--- src/rtl/motor_feedback_turn_tracker_macros.svh ---
// Assertion helpers used by the tracker back end (mftt_back).
`ifndef MOTOR_FEEDBACK_TURN_TRACKER_MACROS_SVH
`define MOTOR_FEEDBACK_TURN_TRACKER_MACROS_SVH

// The condition must hold in the same cycle as the trigger.
`define MFTT_ASSERT_NOW(label, clk, rst_n, trig, cond) \
	label: assert property (@(posedge clk) disable iff (!rst_n) (trig) |-> (cond)) \
		else $error("tracker check failed");

// The condition must hold in the cycle after the trigger.
`define MFTT_ASSERT_NEXT(label, clk, rst_n, trig, cond) \
	label: assert property (@(posedge clk) disable iff (!rst_n) (trig) |=> (cond)) \
		else $error("tracker check failed");

`endif

--- src/rtl/mftt_pkg.sv ---
package mftt_pkg;

	localparam int DEF_BUS_COUNT     = 2;
	localparam int DEF_SLOTS_PER_BUS = 12;
	localparam int FIFO_DEPTH        = 4;

	localparam logic [10:0] FIRST_ID = 11'h201;
	localparam int          ENC_TOP  = 8191;

	// ENTRY_IDX_W is wide enough for the largest bus and slot counts; the mask covers only 24 entries.
	localparam int ENTRY_IDX_W = 6;
	localparam int MASK_W      = 24;

	localparam int CFG_IDX_W  = 2;
	localparam int CFG_DATA_W = 24;

	localparam logic [CFG_IDX_W-1:0] REG_PRESENT_MASK = 2'd0;
	localparam logic [CFG_IDX_W-1:0] REG_WRAP_BAND    = 2'd1;
	localparam logic [CFG_IDX_W-1:0] REG_SLOW_LIMIT   = 2'd2;
	localparam logic [CFG_IDX_W-1:0] REG_HOT_LIMIT    = 2'd3;

	localparam logic [23:0] RST_PRESENT_MASK = 24'd0;
	localparam logic [11:0] RST_WRAP_BAND    = 12'd3000;
	localparam logic [14:0] RST_SLOW_LIMIT   = 15'd100;
	localparam logic [7:0]  RST_HOT_LIMIT    = 8'd80;

	// One classified frame waiting for the state update.
	typedef struct packed {
		logic [3:0]             slot;
		logic                   hit;
		logic [ENTRY_IDX_W-1:0] idx;
		logic signed [15:0]     angle;
		logic signed [15:0]     speed;
		logic signed [15:0]     torque;
		logic [7:0]             temperature;
	} mftt_item_t;

endpackage

--- src/rtl/mftt_if.sv ---
interface mftt_in_if;
	logic       valid;
	logic       ready;
	logic       bus;
	logic [10:0] frame_id;
	logic [7:0] byte_0;
	logic [7:0] byte_1;
	logic [7:0] byte_2;
	logic [7:0] byte_3;
	logic [7:0] byte_4;
	logic [7:0] byte_5;
	logic [7:0] byte_6;

	modport source (output valid, bus, frame_id, byte_0, byte_1, byte_2, byte_3, byte_4,
		byte_5, byte_6, input ready);
	modport sink (input valid, bus, frame_id, byte_0, byte_1, byte_2, byte_3, byte_4,
		byte_5, byte_6, output ready);
endinterface

interface mftt_out_if;
	logic               valid;
	logic               ready;
	logic [3:0]         slot;
	logic               valid_res;
	logic signed [15:0] angle;
	logic signed [15:0] speed;
	logic signed [15:0] torque;
	logic [7:0]         temperature;
	logic signed [31:0] turn_position;
	logic               overheated;

	modport source (output valid, slot, valid_res, angle, speed, torque, temperature,
		turn_position, overheated, input ready);
	modport sink (input valid, slot, valid_res, angle, speed, torque, temperature,
		turn_position, overheated, output ready);
endinterface

--- src/rtl/mftt_fifo.sv ---
module mftt_fifo
	import mftt_pkg::*;
#(
	parameter int DEPTH = FIFO_DEPTH
) (
	input  logic       clk,
	input  logic       arst_n,
	input  logic       push,
	input  mftt_item_t push_item,
	output logic       full,
	input  logic       pop,
	output mftt_item_t pop_item,
	output logic       not_empty
);
	localparam int PTR_W = (DEPTH > 1) ? $clog2(DEPTH) : 1;
	localparam int CNT_W = $clog2(DEPTH + 1);

	mftt_item_t       slots_q [DEPTH];
	logic [PTR_W-1:0] wr_ptr_q;
	logic [PTR_W-1:0] rd_ptr_q;
	logic [CNT_W-1:0] count_q;

	assign full      = (count_q == CNT_W'(DEPTH));
	assign not_empty = (count_q != '0);
	assign pop_item  = slots_q[rd_ptr_q];

	always_ff @(posedge clk) begin
		if (push) begin
			slots_q[wr_ptr_q] <= push_item;
		end
	end

	always_ff @(posedge clk or negedge arst_n) begin
		if (!arst_n) begin
			wr_ptr_q <= '0;
			rd_ptr_q <= '0;
			count_q  <= '0;
		end else begin
			if (push) begin
				wr_ptr_q <= (wr_ptr_q == PTR_W'(DEPTH - 1)) ? '0 : wr_ptr_q + 1'b1;
			end
			if (pop) begin
				rd_ptr_q <= (rd_ptr_q == PTR_W'(DEPTH - 1)) ? '0 : rd_ptr_q + 1'b1;
			end
			case ({push, pop})
				2'b10:   count_q <= count_q + 1'b1;
				2'b01:   count_q <= count_q - 1'b1;
				default: count_q <= count_q;
			endcase
		end
	end

endmodule

--- src/rtl/mftt_front.sv ---
module mftt_front
	import mftt_pkg::*;
#(
	parameter int BUS_COUNT     = DEF_BUS_COUNT,
	parameter int SLOTS_PER_BUS = DEF_SLOTS_PER_BUS
) (
	mftt_in_if.sink           feed,
	input  logic [MASK_W-1:0] present_mask,
	input  logic              full,
	output logic              push,
	output mftt_item_t        push_item
);
	localparam int ENTRY_COUNT = BUS_COUNT * SLOTS_PER_BUS;

	logic [10:0]            id_off;
	logic                   in_range;
	logic [3:0]             slot;
	logic [ENTRY_IDX_W-1:0] idx;
	logic                   hit;

	assign feed.ready = !full;
	assign push       = feed.valid && !full;

	always_comb begin
		id_off   = feed.frame_id - FIRST_ID;
		in_range = (feed.frame_id >= FIRST_ID) && (id_off < 11'(SLOTS_PER_BUS));
		slot     = in_range ? id_off[3:0] : 4'd0;
		idx      = feed.bus ? ENTRY_IDX_W'(SLOTS_PER_BUS) + ENTRY_IDX_W'(slot)
			: ENTRY_IDX_W'(slot);
		// A frame counts only for an existing bus and an entry covered by the mask.
		hit = in_range && (32'(feed.bus) < BUS_COUNT)
			&& (idx < ENTRY_IDX_W'(MASK_W)) && (32'(idx) < ENTRY_COUNT)
			&& present_mask[idx[4:0]];

		push_item.slot        = slot;
		push_item.hit         = hit;
		push_item.idx         = idx;
		push_item.angle       = {feed.byte_0, feed.byte_1};
		push_item.speed       = {feed.byte_2, feed.byte_3};
		push_item.torque      = {feed.byte_4, feed.byte_5};
		push_item.temperature = feed.byte_6;
	end

endmodule

--- src/rtl/mftt_back.sv ---
`include "motor_feedback_turn_tracker_macros.svh"

module mftt_back
	import mftt_pkg::*;
#(
	parameter int BUS_COUNT     = DEF_BUS_COUNT,
	parameter int SLOTS_PER_BUS = DEF_SLOTS_PER_BUS
) (
	input  logic        clk,
	input  logic        arst_n,
	input  logic [11:0] wrap_band,
	input  logic [14:0] slow_speed_limit,
	input  logic [7:0]  hot_limit,
	input  logic        not_empty,
	input  mftt_item_t  pop_item,
	output logic        pop,
	mftt_out_if.source  result
);
	localparam int ENTRY_COUNT = BUS_COUNT * SLOTS_PER_BUS;
	localparam int IDX_W       = $clog2(ENTRY_COUNT);

	logic signed [15:0] prev_q [ENTRY_COUNT];
	logic signed [31:0] acc_q  [ENTRY_COUNT];

	logic               out_valid_q;
	logic [3:0]         slot_q;
	logic               hit_q;
	logic signed [15:0] angle_q;
	logic signed [15:0] speed_q;
	logic signed [15:0] torque_q;
	logic [7:0]         temp_q;
	logic signed [31:0] pos_q;
	logic               hot_q;

	logic [IDX_W-1:0]   ix;
	logic signed [15:0] last;
	logic signed [16:0] ang17;
	logic signed [16:0] last17;
	logic signed [16:0] band17;
	logic signed [16:0] hi_thr;
	logic signed [16:0] d;
	logic [16:0]        mag;
	logic               slow;
	logic signed [17:0] d18;
	logic signed [17:0] add;
	logic signed [31:0] acc_new;
	logic               upd;

	assign pop = not_empty && (!out_valid_q || result.ready);
	assign upd = pop && pop_item.hit;

	always_comb begin
		ix     = pop_item.idx[IDX_W-1:0];
		last   = prev_q[ix];
		ang17  = {pop_item.angle[15], pop_item.angle};
		last17 = {last[15], last};
		band17 = {5'b0, wrap_band};
		hi_thr = 17'(ENC_TOP) - band17;
		d      = ang17 - last17;
		d18    = {d[16], d};
		mag    = pop_item.speed[15] ? 17'(-{pop_item.speed[15], pop_item.speed})
			: {1'b0, pop_item.speed};
		slow   = mag < {2'b0, slow_speed_limit};
		add    = d18;
		if (slow) begin
			// Position based: a jump across the band near the ends is a wrap.
			if (ang17 > hi_thr && last17 < band17) begin
				add = d18 - 18'(ENC_TOP);
			end else if (ang17 < band17 && last17 > hi_thr) begin
				add = d18 + 18'(ENC_TOP);
			end
		end else begin
			// Direction based: a step against the sign of the speed is a wrap.
			if (pop_item.speed < 0 && d > 0) begin
				add = d18 - 18'(ENC_TOP);
			end else if (pop_item.speed > 0 && d < 0) begin
				add = d18 + 18'(ENC_TOP);
			end
		end
		acc_new = acc_q[ix] + {{14{add[17]}}, add};
	end

	always_ff @(posedge clk or negedge arst_n) begin
		if (!arst_n) begin
			for (int i = 0; i < ENTRY_COUNT; i++) begin
				prev_q[i] <= '0;
				acc_q[i]  <= '0;
			end
		end else if (upd) begin
			prev_q[ix] <= pop_item.angle;
			acc_q[ix]  <= acc_new;
		end
	end

	always_ff @(posedge clk or negedge arst_n) begin
		if (!arst_n) begin
			out_valid_q <= 1'b0;
		end else if (pop) begin
			out_valid_q <= 1'b1;
		end else if (result.ready) begin
			out_valid_q <= 1'b0;
		end
	end

	always_ff @(posedge clk) begin
		if (pop) begin
			slot_q   <= pop_item.slot;
			hit_q    <= pop_item.hit;
			angle_q  <= pop_item.angle;
			speed_q  <= pop_item.speed;
			torque_q <= pop_item.torque;
			temp_q   <= pop_item.temperature;
			pos_q    <= pop_item.hit ? acc_new : '0;
			hot_q    <= pop_item.hit && (pop_item.temperature > hot_limit);
		end
	end

	assign result.valid         = out_valid_q;
	assign result.slot          = slot_q;
	assign result.valid_res     = hit_q;
	assign result.angle         = angle_q;
	assign result.speed         = speed_q;
	assign result.torque        = torque_q;
	assign result.temperature   = temp_q;
	assign result.turn_position = pos_q;
	assign result.overheated    = hot_q;

	`MFTT_ASSERT_NOW(a_pos_zero_on_miss, clk, arst_n, out_valid_q && !hit_q, pos_q == '0)
	`MFTT_ASSERT_NOW(a_hot_needs_hit, clk, arst_n, out_valid_q && hot_q, hit_q)
	`MFTT_ASSERT_NEXT(a_pop_fills_output, clk, arst_n, pop, out_valid_q)
	`MFTT_ASSERT_NEXT(a_prev_follows_angle, clk, arst_n, upd, prev_q[$past(ix)] == $past(pop_item.angle))

endmodule

--- src/rtl/motor_feedback_turn_tracker.sv ---
// Channel | Role   | Payload
// feed    | sink   | bus, frame_id, byte_0 .. byte_6 (one feedback frame)
// result  | source | slot, valid_res, angle, speed, torque, temperature, turn_position,
//         |        | overheated
// A frame is classified in the cycle of its transfer and enters a four-entry queue.
// The back end takes one frame a cycle from the queue while the output register is free or
// being read, updates the slot state in the same cycle and shows the result in the next cycle.
// Sustained rate is one frame per cycle while result is not stalled.
// Reset clears all slot state at once and restores the register defaults.
// A stall on result fills the queue; feed.ready drops only when the queue is full.
module motor_feedback_turn_tracker
	import mftt_pkg::*;
#(
	parameter int BUS_COUNT     = DEF_BUS_COUNT,
	parameter int SLOTS_PER_BUS = DEF_SLOTS_PER_BUS
) (
	input  logic                  clk,
	input  logic                  arst_n,
	mftt_in_if.sink               feed,
	mftt_out_if.source            result,
	input  logic                  wr_en,
	input  logic [CFG_IDX_W-1:0]  wr_index,
	input  logic [CFG_DATA_W-1:0] wr_data
);
	logic [MASK_W-1:0] present_mask_q;
	logic [11:0]       wrap_band_q;
	logic [14:0]       slow_limit_q;
	logic [7:0]        hot_limit_q;

	logic       push;
	mftt_item_t push_item;
	logic       full;
	logic       pop;
	mftt_item_t pop_item;
	logic       not_empty;

	always_ff @(posedge clk or negedge arst_n) begin
		if (!arst_n) begin
			present_mask_q <= RST_PRESENT_MASK;
			wrap_band_q    <= RST_WRAP_BAND;
			slow_limit_q   <= RST_SLOW_LIMIT;
			hot_limit_q    <= RST_HOT_LIMIT;
		end else if (wr_en) begin
			case (wr_index)
				REG_PRESENT_MASK: present_mask_q <= wr_data[23:0];
				REG_WRAP_BAND:    wrap_band_q    <= wr_data[11:0];
				REG_SLOW_LIMIT:   slow_limit_q   <= wr_data[14:0];
				REG_HOT_LIMIT:    hot_limit_q    <= wr_data[7:0];
				default: ;
			endcase
		end
	end

	mftt_front #(
		.BUS_COUNT     (BUS_COUNT),
		.SLOTS_PER_BUS (SLOTS_PER_BUS)
	) u_front (
		.feed         (feed),
		.present_mask (present_mask_q),
		.full         (full),
		.push         (push),
		.push_item    (push_item)
	);

	mftt_fifo #(
		.DEPTH (FIFO_DEPTH)
	) u_fifo (
		.clk       (clk),
		.arst_n    (arst_n),
		.push      (push),
		.push_item (push_item),
		.full      (full),
		.pop       (pop),
		.pop_item  (pop_item),
		.not_empty (not_empty)
	);

	mftt_back #(
		.BUS_COUNT     (BUS_COUNT),
		.SLOTS_PER_BUS (SLOTS_PER_BUS)
	) u_back (
		.clk              (clk),
		.arst_n           (arst_n),
		.wrap_band        (wrap_band_q),
		.slow_speed_limit (slow_limit_q),
		.hot_limit        (hot_limit_q),
		.not_empty        (not_empty),
		.pop_item         (pop_item),
		.pop              (pop),
		.result           (result)
	);

endmodule

--- src/flat_wrapper.sv ---
// flat-port wrapper written by rule: the top's interface ports become plain ports
module motor_feedback_turn_tracker_flat import mftt_pkg::*;
#(
	parameter int BUS_COUNT     = DEF_BUS_COUNT,
	parameter int SLOTS_PER_BUS = DEF_SLOTS_PER_BUS
)
  (clk, arst_n, wr_en, wr_index, wr_data, feed_valid, feed_bus, feed_frame_id, feed_byte_0, feed_byte_1, feed_byte_2, feed_byte_3, feed_byte_4, feed_byte_5, feed_byte_6, feed_ready, result_valid, result_slot, result_valid_res, result_angle, result_speed, result_torque, result_temperature, result_turn_position, result_overheated, result_ready);
  mftt_in_if feed_i ();
  mftt_out_if result_i ();
  input  logic clk;
  input  logic arst_n;
  input  logic wr_en;
  input  logic [CFG_IDX_W-1:0] wr_index;
  input  logic [CFG_DATA_W-1:0] wr_data;
  input wire logic [$bits(feed_i.valid)-1:0] feed_valid;
  input wire logic [$bits(feed_i.bus)-1:0] feed_bus;
  input wire logic [$bits(feed_i.frame_id)-1:0] feed_frame_id;
  input wire logic [$bits(feed_i.byte_0)-1:0] feed_byte_0;
  input wire logic [$bits(feed_i.byte_1)-1:0] feed_byte_1;
  input wire logic [$bits(feed_i.byte_2)-1:0] feed_byte_2;
  input wire logic [$bits(feed_i.byte_3)-1:0] feed_byte_3;
  input wire logic [$bits(feed_i.byte_4)-1:0] feed_byte_4;
  input wire logic [$bits(feed_i.byte_5)-1:0] feed_byte_5;
  input wire logic [$bits(feed_i.byte_6)-1:0] feed_byte_6;
  output wire logic [$bits(feed_i.ready)-1:0] feed_ready;
  output wire logic [$bits(result_i.valid)-1:0] result_valid;
  output wire logic [$bits(result_i.slot)-1:0] result_slot;
  output wire logic [$bits(result_i.valid_res)-1:0] result_valid_res;
  output wire logic [$bits(result_i.angle)-1:0] result_angle;
  output wire logic [$bits(result_i.speed)-1:0] result_speed;
  output wire logic [$bits(result_i.torque)-1:0] result_torque;
  output wire logic [$bits(result_i.temperature)-1:0] result_temperature;
  output wire logic [$bits(result_i.turn_position)-1:0] result_turn_position;
  output wire logic [$bits(result_i.overheated)-1:0] result_overheated;
  input wire logic [$bits(result_i.ready)-1:0] result_ready;
  assign feed_i.valid = feed_valid;
  assign feed_i.bus = feed_bus;
  assign feed_i.frame_id = feed_frame_id;
  assign feed_i.byte_0 = feed_byte_0;
  assign feed_i.byte_1 = feed_byte_1;
  assign feed_i.byte_2 = feed_byte_2;
  assign feed_i.byte_3 = feed_byte_3;
  assign feed_i.byte_4 = feed_byte_4;
  assign feed_i.byte_5 = feed_byte_5;
  assign feed_i.byte_6 = feed_byte_6;
  assign feed_ready = feed_i.ready;
  assign result_valid = result_i.valid;
  assign result_slot = result_i.slot;
  assign result_valid_res = result_i.valid_res;
  assign result_angle = result_i.angle;
  assign result_speed = result_i.speed;
  assign result_torque = result_i.torque;
  assign result_temperature = result_i.temperature;
  assign result_turn_position = result_i.turn_position;
  assign result_overheated = result_i.overheated;
  assign result_i.ready = result_ready;
  motor_feedback_turn_tracker #(.BUS_COUNT(BUS_COUNT), .SLOTS_PER_BUS(SLOTS_PER_BUS)) u_core (.clk(clk), .arst_n(arst_n), .feed(feed_i), .result(result_i), .wr_en(wr_en), .wr_index(wr_index), .wr_data(wr_data));
endmodule
--- config.mk ---
export PLATFORM = sky130hd
export DESIGN_NAME = motor_feedback_turn_tracker_flat
export DESIGN_NICKNAME = d
export VERILOG_FILES = /design/src/rtl/mftt_pkg.sv /design/src/rtl/mftt_if.sv /design/src/rtl/mftt_fifo.sv /design/src/rtl/mftt_front.sv /design/src/rtl/mftt_back.sv /design/src/rtl/motor_feedback_turn_tracker.sv /design/src/flat_wrapper.sv
export VERILOG_INCLUDE_DIRS = /design/src /design/src/rtl
export SDC_FILE = /design/constraint.sdc
export NUM_CORES = 2
export LEC_CHECK = 0
export BUFFER_PORTS_ARGS = -buffer_cell sky130_fd_sc_hd__buf_2
export CAP_MARGIN = 15
export CORE_MARGIN = 3
export CORE_UTILIZATION = 55
export CTS_CLUSTER_DIAMETER = 100
export DETAILED_ROUTE_END_ITERATION = 8
export PLACE_DENSITY = 0.82
export SETUP_SLACK_MARGIN = 0.05
export SLEW_MARGIN = 25
export SYNTH_ARGS = -nofsm -noshare
export SYNTH_HDL_FRONTEND = slang
export SYNTH_SLANG_ARGS = --single-unit
export TNS_END_PERCENT = 100
--- constraint.sdc ---
create_clock -name clk -period 14.9 [get_ports clk]
set_input_delay 3.725 -clock clk [delete_from_list [all_inputs] [get_ports clk]]
set_output_delay 3.725 -clock clk [all_outputs]
set_load 0.005 [all_outputs]
After elaboration in Yosys (flattened, before gate mapping)
Memories as Yosys holds them, arrays and structs flattened.
Cells that the tools add are included.
{"block": "classes", "n_eq_ne": 8, "n_bitwise": 1, "add_sub_neg": 12, "reduce_logical": 24, "order_cmp": 17, "n_mux": 29}
{"op": "bitwise mux 768 bit", "count": 1}
{"op": "bitwise mux 384 bit", "count": 1}
{"op": "binary-select mux 32 bit (select 5 bit)", "count": 1}
{"op": "demux 32 bit (select 5 bit)", "count": 1}
{"op": "two-way mux 32 bit", "count": 3}
{"op": "two-way mux 18 bit", "count": 5}
{"op": "binary-select mux 16 bit (select 5 bit)", "count": 1}
{"op": "demux 16 bit (select 5 bit)", "count": 1}
{"op": "two-way mux 16 bit", "count": 3}
{"op": "adder 32 bit", "count": 1}
{"op": "> comparator 16 x 14 -> 1 bit", "count": 2}
{"op": "less-than comparator 16 x 13 -> 1 bit", "count": 2}
{"op": "adder 17 x 14 -> 18 bit (second input constant)", "count": 1}
{"op": "subtractor 17 x 14 -> 18 bit (second input constant)", "count": 1}
{"op": "> comparator 17 x 1 -> 1 bit (second input constant)", "count": 1}
{"op": "less-than comparator 17 x 1 -> 1 bit (second input constant)", "count": 1}
{"op": "less-than comparator 17 x 15 -> 1 bit", "count": 1}
{"op": "two-way mux 17 bit", "count": 1}
{"op": "negator 17 bit", "count": 1}
{"op": "subtractor 16 x 16 -> 17 bit", "count": 1}
{"op": "> comparator 16 x 1 -> 1 bit (second input constant)", "count": 1}
{"op": "less-than comparator 16 x 1 -> 1 bit (second input constant)", "count": 1}
{"op": "subtractor 13 x 12 -> 14 bit (first input constant)", "count": 1}
{"op": "logical AND 1 bit", "count": 13}
{"op": "28 further kinds", "count": 45}
{"block": "totals", "memories": 1, "ff_bits": 1313, "inputBits": 99, "mem_bits_rw": 264}
{"memory": "u_core.u_fifo.slots_q", "depth": 4, "word_bits": 66, "rd": 1, "rd_clocked_by_memory_dff": 0, "wr": 1, "line": "mftt_fifo.sv:18", "text": "mftt_item_t slots_q [DEPTH];"}

Longest topological paths before layout
An unclocked memory read counts as a cell.
{"block": "depth", "ltp_word": 13, "depth_mapped": 53}

By module
A second synthesis with hierarchy kept.
{"block": "unflattened", "cells_unflattened": 6529, "area_unflattened_um2": 72593.4}
{"mod": "mftt_back", "cells_per_inst": 5864, "area_per_inst_um2": 59145.5, "n_inst": 1}
{"mod": "mftt_fifo", "cells_per_inst": 390, "area_per_inst_um2": 10097.2, "n_inst": 1}
{"mod": "motor_feedback_turn_tracker", "cells_per_inst": 126, "area_per_inst_um2": 2237.1, "n_inst": 1}
{"mod": "mftt_front", "cells_per_inst": 149, "area_per_inst_um2": 1113.6, "n_inst": 1}

Least setup slack after synthesis
Ideal clock, no wire load.
{"block": "synth_timing", "kind": "register to register", "from": "register u_core.u_fifo.rd_ptr_q[1]", "to": "register u_core.u_back.pos_q[30] (netlist: u_core.u_back.result.turn_position[30]) (data pin)", "path_stages_with_launch": 51, "arrival_time_ns": 11.154, "setup_time_ns": 0.274, "period_less_slack_ns": 11.428, "t_required_ns": 14.626, "path_buffers": 13, "setup_slack_ns": 3.472, "cell_sequence": "dfrtp_1 buf_6 mux2i_1 mux2_2 inv_2 buf_6 buf_6 buf_6 buf_4 buf_6 buf_4 buf_2 buf_2 buf_2 buf_1 mux4_2 mux2i_1 o21ai_0 (+15 left out) fa_1 a21o_1 a21oi_1 o21bai_1 a21oi_1 nor2b_1 o21a_1 o311a_1 o41ai_1 o31a_1 a311o_1 o211ai_2 o211ai_2 a41oi_4 o31ai_4 mux2i_2 buf_6 a21oi_2"}
{"block": "synth_between", "elab_chain_len": 12, "word_cells_on_any_way": 32}
{"item": "start: declaration", "line": "mftt_fifo.sv:20", "text": "logic [PTR_W-1:0] rd_ptr_q;"}
{"item": "start signal: assignment", "line": "mftt_fifo.sv:43", "text": "rd_ptr_q <= (rd_ptr_q == PTR_W'(DEPTH - 1)) ? '0 : rd_ptr_q + 1'b1;"}
{"item": "memory (4 x 66 bit) *"}
{"item": "NOT 5 -> 6 bit (implied by the code)", "line": "mftt_back.sv:54, mftt_back.sv:80"}
{"item": "binary-select mux 16 bit (select 5 bit)", "line": "mftt_back.sv:54", "text": "last = prev_q[ix];"}
{"item": "two-way mux 16 bit (implied by the code) (2 in a row)", "line": "mftt_back.sv:54"}
{"item": "subtractor 16 x 16 -> 17 bit", "line": "mftt_back.sv:59", "text": "d = ang17 - last17;"}
{"item": "less-than comparator 17 x 1 -> 1 bit", "line": "mftt_back.sv:76", "text": "end else if (pop_item.speed > 0 && d < 0) begin"}
{"item": "logical AND 1 bit", "line": "mftt_back.sv:76"}
{"item": "two-way mux 18 bit", "line": "mftt_back.sv:76"}
{"item": "two-way mux 18 bit", "line": "mftt_back.sv:74", "text": "if (pop_item.speed < 0 && d > 0) begin"}
{"item": "two-way mux 18 bit", "line": "mftt_back.sv:65", "text": "if (slow) begin"}
{"item": "adder 32 bit", "line": "mftt_back.sv:80", "text": "acc_new = acc_q[ix] + {{14{add[17]}}, add};"}
{"item": "end signal: assignment", "line": "mftt_back.sv:113", "text": "pos_q <= pop_item.hit ? acc_new : '0;"}
{"item": "end: declaration", "line": "mftt_back.sv:32", "text": "logic signed [31:0] pos_q;"}
Mark *: on every way between the ends. The rest lies on a longest branch, timed or not. The select of a mux whose other input is x is not followed.
A chain may end at the register's enable or synchronous reset.

Worst setup path after layout
{"block": "layout_timing", "from": "register u_core.u_fifo.rd_ptr_q[0]", "to": "register u_core.u_back.pos_q[29] (netlist: u_core.u_back.result.turn_position[29]) (data pin)"}
Same word-level chain as after synthesis.

==> results_dict.tcl <==
set metrics [dict create \
    synth_area_leaders "dfrtp_1 (42%), edfxtp_1 (15%), nand2_1 (11%)" \
    worstSetupStartpointType "flop" \
    slew_headroom_pct 20.7 \
    required_ns 15.41 \
    syn_avg_cell_area_um2 10.1 \
    ctsResizeCount 0 \
    final_layout_size_suffix_gt1_share_pct 14.0 \
    r2r_setup_slack_ns 2.70 \
    clock_latency_ns 0.80 \
    layout_min_cycle_time_ns 12.20 \
    max_stage_delay_ns 0.84 \
    grt_max_degree 196 \
    cts-root-buf "clkbuf_16" \
    syn_inst 7135 \
    arrival_ns 12.71 \
    synth.net_count 7364 \
    worstMarginPinSlew_ns 1.17 \
    port_buffers 194 \
    drt_first_pass_iters 7 \
    ctsLongestPathBuffers 3 \
    fin_skew_ns 0.0325 \
    synth-edff-count 350 \
    routed_wl_um 213000 \
    start_util_pct 55.6 \
    holdBufCountCts 0 \
    gp_routability_congestion 0.940 \
    crit_top_cell "a21oi_1" \
    setup_viol 0 \
    synth.distinct_cells 106 \
    cts_tree "built" \
    htreeDepth 4 \
    wl_per_cell_um 23.8 \
    grt_usage_pct 31.0 \
    clk_pin_slew_ns 0.06 \
    cts_setup_buffers 0 \
    rows 132 \
    ios 195 \
    via_per_inst 6.37 \
    period_share_pct 81.9 \
    grt_pass1_vias 55700 \
    netlist_area_um2 72300 \
    final_util_pct 61.5 \
    rsz0062_at_grt "false" \
    cp-end-kind "flop" \
    synth-seq-cells 1569 \
    worst_path_max_delay_cell "dfrtp_4" \
    ys.flop_type "dfrtp_1" \
    yosys.area.top_type "dfrtp_1" \
    die_w_um 369 \
    gr-total-overflow 0 \
    core_um2 130000 \
    antenna_found_initial 13 \
    path_class "flop to flop" \
    vias 56900 \
    status "complete, no violations" \
    synth.top_cell.area_share_pct 41.8 \
    drc 0 \
    ant_nets 0 \
    async_flop_share_pct 77.7 \
    numCtsBuffers 153 \
    slew_viol_final 0 \
    path_max_fanout 32 \
    areaGrowthSynthToFinish_pct 10.5 \
    final-hold-violation-count 0 \
    fmax_mhz 82.0 \
    max-cap-violations 0 \
    first_iter_violations 8000 \
    synth_seq_area_share_pct 56.8 \
    hold_class "flop to flop" \
    fin_tns_setup_ns 0 \
    die_y_um 369 \
    nNetsFinal 7287 \
    clock-sinks 1569 \
    grt_pass1_wl_um 327000 \
    dieArea_um2 136000 \
    dpl.hpwl_um 122000 \
    ys_warn_count 0 \
]
==> cell type report <==
class / instances / area (um2)
Antenna cell: 11 / 27.5
Clock buffer: 223 / 4520
Clock inverter: 59 / 566
Fill cell: 9718 / 50100
Inverter: 106 / 413
Multi-Input combinational cell: 4916 / 29100
Sequential cell: 1569 / 41000
Tap cell: 1742 / 2180
Timing Repair Buffer: 312 / 2040
==> worst paths after layout <==
path                       depth (start not counted)                                              endpoint                                  start
max                                               35  u_core.u_back.result.turn_position[29]$_SDFFCE_PN0P_  u_core.u_fifo.rd_ptr_q[0]$_DFFE_PN0P_
min                                                2                   u_core.u_back.acc_q[21]$_DFFE_PN0P_    u_core.u_back.acc_q[21]$_DFFE_PN0P_
max reg2reg                                       35  u_core.u_back.result.turn_position[29]$_SDFFCE_PN0P_  u_core.u_fifo.rd_ptr_q[0]$_DFFE_PN0P_
min reg2reg                                        2                   u_core.u_back.acc_q[21]$_DFFE_PN0P_    u_core.u_back.acc_q[21]$_DFFE_PN0P_
max in group asynchronous                          3                    u_core.slow_limit_q[9]$_DFFE_PN0P_                                 arst_n
min in group asynchronous                          1                  u_core.u_back.acc_q[537]$_DFFE_PN0P_                                 arst_n
==> cells in the mapped netlist (all sizes together), types with 15 or more instances <==
cell type	number
dfrtp	1207
a31oi	70
ha	127
a21o	15
nand2	2123
and3	67
clkbuf	418
nor2	122
a21oi	179
nand2b	20
and2	32
a211oi	23
xor2	25
nor2b	17
o21ai	1083
nand3	252
nor4	24
inv	106
nor3	26
xnor2	53
edfxtp	350
buf	126
nor4b	35
mux2	161
mux4	144
o22ai	43
mux2i	96
==> cells by family (layout without fill, tap and decap cells) <==
family	Yosys count	in the layout	share of synthesized area (%)
AND/OR/NAND/NOR	2778	2778	16.2
flip-flops	1569	1569	56.8
AO/OA/AOI/OAI	1528	1528	11.8
buffers and inverters	650	700	3.68
multiplexers	401	401	8.33
adder cells (fa/ha/maj)	131	131	2.30
XOR/XNOR	78	78	0.976
other	0	11	0
==> through the flow <==
stage	setup slack, ns	cells	hold WS (ns)	instance area [um2]
after floorplan	3.47	7135	0.441	72300
after global placement	2.94	8641	0.453	74500
after detailed placement	2.66	8642	0.458	74700
after CTS	2.54	8924	0.473	79700
after global routing	1.99	8929	0.491	79900
final	2.70	8938	0.470	79900
==> state kept, by name, summed over array words and instances, names as in the netlist, 2 cells and up <==
name	count
u_core.u_fifo.wr_ptr_q	2
u_core.u_fifo.slots_q	256
u_core.hot_limit_q	8
u_core.u_fifo.count_q	3
u_core.u_fifo.rd_ptr_q	2
u_core.u_back.result.torque	16
u_core.wrap_band_q	12
u_core.u_back.result.angle	16
u_core.slow_limit_q	15
u_core.u_back.result.temperature	8
u_core.u_back.result.turn_position	32
u_core.u_back.result.slot	4
u_core.u_back.prev_q	384
u_core.u_back.result.speed	16
u_core.present_mask_q	24
u_core.u_back.acc_q	768
==> cell usage in the layout (no fill, tap or decap), types with 30 or more instances in the layout <==
master	instances
a21oi_1	173
a31oi_1	70
and2_1	30
and3_1	63
buf_2	193
buf_4	103
clkbuf_1	33
clkbuf_16	159
clkbuf_8	30
dfrtp_1	1205
edfxtp_1	350
ha_1	127
inv_1	103
mux2_2	159
mux2i_1	95
mux4_2	143
nand2_1	2097
nand3_1	251
nor2_1	119
o21ai_0	1007
o21ai_1	50
o22ai_1	43
xnor2_1	47
==> worst max-delay path: cells and delay by family (launching register included) <==
family	cells	cell delay, ns
and+or+nand+nor	12	3.41
AOI/OAI and AO/OA	16	4.30
buffers and inverters	1	0.62
adders and majority gates	3	0.98
DFF	1	0.84
xor gates and xnor gates	2	0.96
muxes	1	0.74
==> routing by layer <==
metal / global-route usage [%] / wire length [um] / up-vias
met5: 0 / 78 / -
met4: 15.5 / 11000 / 12
met3: 7.64 / 23400 / 805
met2: 48.4 / 99000 / 3746
met1: 40.7 / 79600 / 27900
li1: - / - / 24400
Power is not shown: default switching activity piles up to over one toggle a cycle in this logic, so the estimate is an artifact.
